$ cat src/rtl/assert_macros.svh
// Assertion macros used by the top level of the substring match finder.
`ifndef ASSERT_MACROS_SVH
`define ASSERT_MACROS_SVH
`ifndef ASSERT_OFF
// Checks that a property holds at every rising clock edge outside reset.
`define SMF_ASSERT(name, clk, rst_n, prop, msg) \
    name: assert property (@(posedge clk) disable iff (!rst_n) (prop)) else $error(msg);
// Checks that a condition never holds at a rising clock edge outside reset.
`define SMF_NEVER(name, clk, rst_n, cond, msg) \
    name: assert property (@(posedge clk) disable iff (!rst_n) !(cond)) else $error(msg);
`else
`define SMF_ASSERT(name, clk, rst_n, prop, msg)
`define SMF_NEVER(name, clk, rst_n, cond, msg)
`endif
`endif

$ cat src/rtl/smf_pkg.sv
// Package with sizes and the control bundle of the substring match finder.
`timescale 1ns / 1ps
package smf_pkg;

    // Longest pattern and longest text that the block handles.
    localparam int PATTERN_MAX = 64;
    localparam int TEXT_MAX    = 1024;

    // Derived widths.
    localparam int IDX_W   = (PATTERN_MAX > 1) ? $clog2(PATTERN_MAX) : 1;
    localparam int LEN_W   = $clog2(PATTERN_MAX + 1);
    localparam int POS_W   = $clog2(TEXT_MAX + 1);
    localparam int MATCH_W = 10;
    localparam int DIFF_W0 = (POS_W > LEN_W) ? POS_W : LEN_W;
    localparam int DIFF_W  = (DIFF_W0 > MATCH_W) ? DIFF_W0 : MATCH_W;

    // Request kinds.
    localparam logic REQ_PATTERN = 1'b0;
    localparam logic REQ_TEXT    = 1'b1;

    typedef logic [7:0] byte_t;

    // Broadcast control from the sequencer to every cell of the chain.
    typedef struct packed {
        logic             text_shift;
        logic             text_clear;
        logic             load_shift;
        logic             pat_write;
        logic             pat_commit;
        logic [LEN_W-1:0] pat_target;
        logic [LEN_W-1:0] length;
        byte_t            data;
    } smf_cell_ctrl_t;

endpackage

$ cat src/rtl/smf_if.sv
// Handshake interfaces for the request and result channels.
`timescale 1ns / 1ps
interface smf_req_if;
    import smf_pkg::*;
    logic  valid;
    logic  ready;
    logic  req_type;
    byte_t data_byte;
    logic  last_byte;

    modport source (output valid, output req_type, output data_byte, output last_byte,
                    input ready);
    modport sink   (input valid, input req_type, input data_byte, input last_byte,
                    output ready);
endinterface

interface smf_res_if;
    import smf_pkg::*;
    logic               valid;
    logic               ready;
    logic [MATCH_W-1:0] match_position;

    modport source (output valid, output match_position, input ready);
    modport sink   (input valid, input match_position, output ready);
endinterface

$ cat src/rtl/smf_cell.sv
// One cell of the match chain: a text window byte, a load byte and an aligned pattern byte.
`timescale 1ns / 1ps
module smf_cell
    import smf_pkg::*;
(
    input  logic           clk,
    input  smf_cell_ctrl_t ctrl,
    input  logic [IDX_W-1:0] cell_idx,
    input  byte_t          win_in,
    input  byte_t          ld_in,
    output byte_t          win_out,
    output byte_t          ld_out,
    output logic           hit
);

    byte_t win_reg;
    byte_t ld_reg;
    byte_t pat_reg;
    byte_t ld_next;
    logic  idle_cell;

    // The cell lies beyond the pattern when its age index reaches the length.
    assign idle_cell = (LEN_W'(cell_idx) >= ctrl.length);

    // Compare the byte that enters this cell against the aligned pattern byte.
    assign hit = idle_cell || (win_in == pat_reg);

    assign ld_next = ctrl.load_shift ? ld_in : ld_reg;

    // Text window: shifts toward older entries, clears at the end of a text.
    always_ff @(posedge clk)
    begin
        if (ctrl.text_clear)
        begin
            win_reg <= '0;
        end
        else if (ctrl.text_shift)
        begin
            win_reg <= win_in;
        end
    end

    // Load chain: collects a new pattern newest first.
    always_ff @(posedge clk)
    begin
        if (ctrl.load_shift)
        begin
            ld_reg <= ld_in;
        end
    end

    // Aligned pattern byte: replaced on commit, patched while a reload runs.
    always_ff @(posedge clk)
    begin
        if (ctrl.pat_commit)
        begin
            pat_reg <= ld_next;
        end
        else if (ctrl.pat_write && (ctrl.pat_target == LEN_W'(cell_idx)))
        begin
            pat_reg <= ctrl.data;
        end
    end

    assign win_out = win_reg;
    assign ld_out  = ld_reg;

endmodule

$ cat src/rtl/substring_match_finder.sv
// Top level of the substring match finder: sequencer, cell chain and result register.
//
// Usage: requests arrive on req_chan. A request with req_type 0 loads the next
// pattern byte; the one marked last_byte fixes the pattern length (up to
// PATTERN_MAX bytes, longer patterns are cut). A request with req_type 1 feeds
// one text byte; last_byte ends the text and returns the position to zero.
// Whenever the newest pattern-length text bytes equal the pattern, one result
// carrying the zero-based start index goes out on match_chan.
// Throughput is one request per cycle while the receiver takes results: every
// cell compares the byte entering it with its pattern byte in the same cycle,
// and the hit bits are combined before the result register, which shows a
// match the cycle after its text byte. Text bytes past TEXT_MAX are ignored.
// When the receiver stalls, the result register holds the match and req_chan
// takes no further request until it is taken. Reset empties the result
// register and clears pattern length, load index and text position.
`timescale 1ns / 1ps
`include "assert_macros.svh"
module substring_match_finder
    import smf_pkg::*;
(
    input  logic      clk,
    input  logic      rst_n,
    smf_req_if.sink   req_chan,
    smf_res_if.source match_chan
);

    logic [LEN_W-1:0]   length_reg;
    logic [LEN_W-1:0]   load_idx_reg;
    logic [POS_W-1:0]   pos_reg;
    logic               out_valid_reg;
    logic [MATCH_W-1:0] out_pos_reg;

    logic               accept;
    logic               load_acc;
    logic               text_acc;
    logic               load_room;
    logic               text_room;
    logic [LEN_W-1:0]   load_idx_next;
    logic [POS_W-1:0]   pos_next;
    logic [DIFF_W-1:0]  start_diff;
    logic               match;
    smf_cell_ctrl_t     ctrl;

    byte_t              win_chain [PATTERN_MAX+1];
    byte_t              ld_chain  [PATTERN_MAX+1];
    logic [PATTERN_MAX-1:0] hit_vec;

    // Handshake: a new request is taken whenever the result slot is free.
    assign req_chan.ready = !out_valid_reg || match_chan.ready;
    assign accept   = req_chan.valid && req_chan.ready;
    assign load_acc = accept && (req_chan.req_type == REQ_PATTERN);
    assign text_acc = accept && (req_chan.req_type == REQ_TEXT);

    assign load_room = (load_idx_reg < LEN_W'(PATTERN_MAX));
    assign text_room = (pos_reg < POS_W'(TEXT_MAX));
    assign load_idx_next = load_room ? (load_idx_reg + LEN_W'(1)) : load_idx_reg;
    assign pos_next = pos_reg + POS_W'(1);

    // Control broadcast to the chain.
    always_comb
    begin
        ctrl.text_shift = text_acc && text_room;
        ctrl.text_clear = text_acc && req_chan.last_byte;
        ctrl.load_shift = load_acc && load_room;
        ctrl.pat_write  = load_acc && (load_idx_reg < length_reg);
        ctrl.pat_commit = load_acc && req_chan.last_byte;
        ctrl.pat_target = length_reg - LEN_W'(1) - load_idx_reg;
        ctrl.length     = length_reg;
        ctrl.data       = req_chan.data_byte;
    end

    // Chain of cells; cell 0 holds the newest text byte.
    assign win_chain[0] = req_chan.data_byte;
    assign ld_chain[0]  = req_chan.data_byte;

    for (genvar g = 0; g < PATTERN_MAX; g++)
    begin : g_cell
        smf_cell u_cell (
            .clk      (clk),
            .ctrl     (ctrl),
            .cell_idx (IDX_W'(g)),
            .win_in   (win_chain[g]),
            .ld_in    (ld_chain[g]),
            .win_out  (win_chain[g+1]),
            .ld_out   (ld_chain[g+1]),
            .hit      (hit_vec[g])
        );
    end

    // A match needs a nonempty pattern, enough text and every cell agreeing.
    assign match = ctrl.text_shift && (length_reg != '0)
                   && (DIFF_W'(pos_next) >= DIFF_W'(length_reg)) && (&hit_vec);
    assign start_diff = DIFF_W'(pos_next) - DIFF_W'(length_reg);

    // Pattern load bookkeeping.
    always_ff @(posedge clk or negedge rst_n)
    begin
        if (!rst_n)
        begin
            length_reg   <= '0;
            load_idx_reg <= '0;
        end
        else if (load_acc)
        begin
            if (req_chan.last_byte)
            begin
                length_reg   <= load_idx_next;
                load_idx_reg <= '0;
            end
            else
            begin
                load_idx_reg <= load_idx_next;
            end
        end
    end

    // Text position.
    always_ff @(posedge clk or negedge rst_n)
    begin
        if (!rst_n)
        begin
            pos_reg <= '0;
        end
        else if (text_acc)
        begin
            if (req_chan.last_byte)
            begin
                pos_reg <= '0;
            end
            else if (text_room)
            begin
                pos_reg <= pos_next;
            end
        end
    end

    // Result register.
    always_ff @(posedge clk or negedge rst_n)
    begin
        if (!rst_n)
        begin
            out_valid_reg <= 1'b0;
        end
        else if (accept)
        begin
            out_valid_reg <= match;
        end
        else if (match_chan.ready)
        begin
            out_valid_reg <= 1'b0;
        end
    end

    always_ff @(posedge clk)
    begin
        if (accept && match)
        begin
            out_pos_reg <= start_diff[MATCH_W-1:0];
        end
    end

    assign match_chan.valid          = out_valid_reg;
    assign match_chan.match_position = out_pos_reg;

    // Checks on the sequencer state.
    `SMF_ASSERT(a_load_idx_range, clk, rst_n, load_idx_reg <= LEN_W'(PATTERN_MAX), "load index out of range")
    `SMF_ASSERT(a_length_range, clk, rst_n, length_reg <= LEN_W'(PATTERN_MAX), "pattern length out of range")
    `SMF_ASSERT(a_pos_range, clk, rst_n, pos_reg <= POS_W'(TEXT_MAX), "text position out of range")
    `SMF_ASSERT(a_text_end, clk, rst_n, (text_acc && req_chan.last_byte) |=> (pos_reg == '0), "text end did not clear position")
    `SMF_NEVER(a_load_no_result, clk, rst_n, load_acc && match, "pattern request produced a match")

endmodule
$ cat src/flat_wrapper.sv
// flat-port wrapper written by rule: the top's interface ports become plain ports
module substring_match_finder_flat import smf_pkg::*;
  (clk, rst_n, req_chan_valid, req_chan_req_type, req_chan_data_byte, req_chan_last_byte, req_chan_ready, match_chan_valid, match_chan_match_position, match_chan_ready);
  smf_req_if req_chan_i ();
  smf_res_if match_chan_i ();
  input  logic clk;
  input  logic rst_n;
  input wire logic [$bits(req_chan_i.valid)-1:0] req_chan_valid;
  input wire logic [$bits(req_chan_i.req_type)-1:0] req_chan_req_type;
  input wire logic [$bits(req_chan_i.data_byte)-1:0] req_chan_data_byte;
  input wire logic [$bits(req_chan_i.last_byte)-1:0] req_chan_last_byte;
  output wire logic [$bits(req_chan_i.ready)-1:0] req_chan_ready;
  output wire logic [$bits(match_chan_i.valid)-1:0] match_chan_valid;
  output wire logic [$bits(match_chan_i.match_position)-1:0] match_chan_match_position;
  input wire logic [$bits(match_chan_i.ready)-1:0] match_chan_ready;
  assign req_chan_i.valid = req_chan_valid;
  assign req_chan_i.req_type = req_chan_req_type;
  assign req_chan_i.data_byte = req_chan_data_byte;
  assign req_chan_i.last_byte = req_chan_last_byte;
  assign req_chan_ready = req_chan_i.ready;
  assign match_chan_valid = match_chan_i.valid;
  assign match_chan_match_position = match_chan_i.match_position;
  assign match_chan_i.ready = match_chan_ready;
  substring_match_finder u_core (.clk(clk), .rst_n(rst_n), .req_chan(req_chan_i), .match_chan(match_chan_i));
endmodule
$ cat config.mk
export PLATFORM = sky130hd
export DESIGN_NAME = substring_match_finder_flat
export DESIGN_NICKNAME = d
export VERILOG_FILES = /design/src/rtl/smf_pkg.sv /design/src/rtl/smf_if.sv /design/src/rtl/smf_cell.sv /design/src/rtl/substring_match_finder.sv /design/src/flat_wrapper.sv
export VERILOG_INCLUDE_DIRS = /design/src /design/src/rtl
export SDC_FILE = /design/constraint.sdc
export NUM_CORES = 2
export LEC_CHECK = 0
export BUFFER_PORTS_ARGS = -buffer_cell sky130_fd_sc_hd__buf_2
export CAP_MARGIN = 25
export CELL_PAD_IN_SITES_DETAIL_PLACEMENT = 1
export CELL_PAD_IN_SITES_GLOBAL_PLACEMENT = 1
export CORE_MARGIN = 2
export CORE_UTILIZATION = 49
export CTS_CLUSTER_DIAMETER = 50
export DETAILED_ROUTE_END_ITERATION = 10
export GPL_ROUTABILITY_DRIVEN = 0
export PLACE_DENSITY_LB_ADDON = 0.1
export SLEW_MARGIN = 25
export SYNTH_ARGS = -nofsm -noshare
export SYNTH_HDL_FRONTEND = slang
export SYNTH_SLANG_ARGS = --single-unit
$ cat constraint.sdc
create_clock -name clk -period 4.4 [get_ports clk]
set_clock_uncertainty 0.2 [all_clocks]
set_input_delay 0.88 -clock clk [delete_from_list [all_inputs] [get_ports clk]]
set_output_delay 0.88 -clock clk [all_outputs]
set_load 0.1 [all_outputs]
==> flow_summary.yaml <==
outcome:
  status: "complete, no violations"
sta:
  drv_slew: 0
  slew-limit-headroom_pct: 22.94
  rsz0062_at_grt: "no"
  setup_tns_ns: 0
  worst_pin_slew_ns: 1.156
  fmax_mhz: 233.5
  hold_viol: 0
  post-route-min-period_ns: 4.284
  period_share_pct: 97.35
  setup_viol: 0
floorplan:
  boundaryPins: 26
  start_util_pct: 49.39
  dieArea_mm2: 0.1294
  die_y_um: 359.8
  num_rows: 130
  core_mm2: 0.1256
  die_w_um: 359.8
setup_path:
  path_class: "reg2reg"
  path_max_fanout: 13
  cp-start-kind: "register"
  critPathArrivalTime_ns: 4.58
  cpPeakStageDelay_ns: 0.79
  worstPathCellList: "ha_1 > inv_1 > fa_1 > nor2b_1 > o21ai_0 > nand2_1 > xor2_2 > buf_4 > nand2_1 > o31ai_1 > buf_4"
  slowest_stage: "o31ai_1"
  required_ns: 4.70
  crit_path_end_kind: "register"
power_and_ir_drop:
  peakVddDrop_mv: 0.4207
  power_mw: 33.78
  power_density_mw_per_mm2: 476.0
  p_leak_nw: 27.86
clocking:
  path_clk_slew_ns: 0.06
  cts_sinks: 1564
  htreeDepth: 4
  clk_latency_ns: 0.81
  cts-root-buf: "clkbuf_16"
  clk_path_buf_depth: 3
  cts_inserted_buffers: 172
  postCtsSetupBuffers: 0
  cts_tree: "done"
synthesis:
  synth-edff-count: 522
  ys_top_cells_by_count: "nand2_1 (2,590), dfxtp_1 (1,016), a21oi_1 (555), edfxtp_1 (522), a31oi_1 (519)"
  synth_top_area_share_pct: 32.80
  yosys.area.top_type: "dfxtp_1"
  synth_ff_type: "dfxtp_1"
  syn-num-nets: 6749
  ys_ff_latch: 1564
  syn_area_per_cell_um2: 9.241
  ys_warn_count: 0
  synth.area.top_cells: "dfxtp_1 (33%), edfxtp_1 (25%), nand2_1 (16%)"
  synth_most_common_cell: "nand2_1"
  yosysSeqAreaShare_pct: 59.12
  async_reset_ff_share_pct: 1.662
  syn_inst: 6711
  synth.distinct_cells: 55
  syn-cell-area_mm2: 0.06202
global_route:
  antenna_found_initial: 1
  grt_pass1_wl_um: 315000
  grt_pass1_vias: 50950
  grtUsageTotal_pct: 31.66
  overflow: 0
  grt_max_degree: 190
drt:
  vias_per_cell: 5.836
  routed_wl_um: 207200
  detail-route-antenna-nets: 0
  drc_errors: 0
  wire_per_inst_um: 24.36
  via_count: 49640
  drt_pass1_iterations: 6
  drt_iter0_markers: 4437
worst_hold_path:
  holdCritPathClass: "in2reg"
flow_run:
  drv_cap: 0
placed_design:
  dp_hpwl_um: 138300
  post-place-cells: 8178
  port_buffers: 25
cells_and_area:
  final_util_pct: 56.50
  drive_gt1_share_pct: 8.534
  fill_cells: 13930
  nNetsFinal: 6741
  area_growth_pct: 14.40
  instances_no_fill: 8506
report_power, final:
group	internal, mW	total (mW)	switching (mW)
sequential	15.5	15.8	0.298
clock	8.54	14.7	6.14
combinational	0.951	3.32	2.37
layout by cell type, fill, tap and decap left out, types with 7 or more instances in the layout:
| master | Yosys | final |
|---|---|---|
| clkinv_1 | 1 | 9 |
| nor3_1 | 8 | 8 |
| nand2_1 | 2590 | 2588 |
| o22ai_1 | 12 | 12 |
| xor2_1 | 372 | 370 |
| clkinv_2 | 0 | 29 |
| a31oi_1 | 519 | 518 |
| nor4_2 | 0 | 14 |
| dfrtp_1 | 26 | 26 |
| ha_1 | 22 | 22 |
| inv_6 | 0 | 10 |
| o41ai_2 | 0 | 15 |
| edfxtp_1 | 522 | 522 |
| nand4_1 | 48 | 48 |
| nor2_1 | 51 | 42 |
| nor2b_1 | 8 | 7 |
| a22oi_1 | 13 | 13 |
| clkbuf_1 | 400 | 47 |
| buf_12 | 0 | 41 |
| xnor2_1 | 169 | 167 |
| buf_2 | 2 | 25 |
| clkinv_4 | 0 | 9 |
| or2_2 | 7 | 7 |
| and3_1 | 8 | 8 |
| clkbuf_8 | 0 | 17 |
| dfxtp_1 | 1016 | 1016 |
| and2_1 | 9 | 7 |
| nand3_1 | 31 | 31 |
| nor4_1 | 100 | 86 |
| o21ai_0 | 71 | 69 |
| a21oi_1 | 555 | 555 |
| clkbuf_16 | 0 | 176 |
| clkinvlp_4 | 0 | 9 |
| nor2_4 | 0 | 9 |
| buf_4 | 0 | 184 |
| bufinv_16 | 0 | 14 |
| o31ai_1 | 28 | 24 |
| inv_1 | 19 | 19 |
| a22o_1 | 9 | 9 |
metrics by stage:
stage / hold slack (ns) / setup slack, ns / instance area [um2]
3_5_place_dp: 0.2339 / 0.07161 / 65160
2_1_floorplan: 0.2171 / 0.1609 / 62020
4_1_cts: 0.1441 / 0.09273 / 70940
3_3_place_gp: 0.2261 / 0.02439 / 65120
5_1_grt: 0.1715 / 0.1429 / 70950
6_report: 0.1952 / 0.1164 / 70950
path summary, 6_finish.rpt:
check                                              startpoint                                  end  slack, ns  cells after the start
max in group asynchronous                               rst_n               u_core.load_idx_reg[5]       3.09                      2
max reg2reg                              u_core.length_reg[0]  u_core.g_cell[48].u_cell.pat_reg[2]       0.12                     11
max                                      u_core.length_reg[0]  u_core.g_cell[48].u_cell.pat_reg[2]       0.12                     11
min reg2reg                u_core.g_cell[63].u_cell.ld_out[7]   u_core.g_cell[63].u_cell.ld_out[7]       0.25                      2
min                                     req_chan_data_byte[3]   u_core.g_cell[0].u_cell.win_out[3]       0.20                      3
min in group asynchronous                               rst_n              u_core.match_chan.valid       0.46                      2
routing by layer:
| metal | vias up | track usage [%] | routed length, um |
|---|---|---|---|
| li1 | 22810 | - | - |
| met1 | 24970 | 43.45 | 91590 |
| met2 | 1518 | 49.63 | 94030 |
| met3 | 345 | 6.181 | 13810 |
| met4 | 0 | 11.98 | 7772 |
| met5 | - | 0 | 0 |
what timing repair did:
| action | 4_1_cts | 5_1_grt |
|---|---|---|
| hold endpoints to repair | 26 | 0 |
| resized for setup | 0 | 1 |
| setup endpoints to repair | 0 | 10 |
| hold buffers | 1 | 0 |
cell type report:
type / instances / area (um2) / area share (%)
Antenna cell: 1 / 2.502 / 0.003527
Clock buffer: 240 / 4815 / 6.786
Clock inverter: 86 / 957.2 / 1.349
Inverter: 20 / 75.07 / 0.1058
Multi-Input combinational cell: 4694 / 24030 / 33.87
Sequential cell: 1564 / 36670 / 51.68
Tap cell: 1650 / 2064 / 2.910
Timing Repair Buffer: 251 / 2337 / 3.294
worst max-delay path, delay by kind of cell, from the launching register on:
kind,cells,cell delay [ns]
simple gates,3,0.54
buf+inv,3,0.73
flops,1,0.56
compound gates,2,0.90
fa+ha+maj,2,0.69
xor+xnor,1,0.35
cells by family after synthesis:
| group | synth area share [%] |
|---|---|
| adders and majority gates | 0.5084 |
| xor gates and xnor gates | 7.640 |
| buffers and inverters | 2.770 |
| AOI/OAI and AO/OA | 11.67 |
| DFF | 59.12 |
| and+or+nand+nor | 18.29 |
Note: power is estimated with default switching activity, not from simulation.
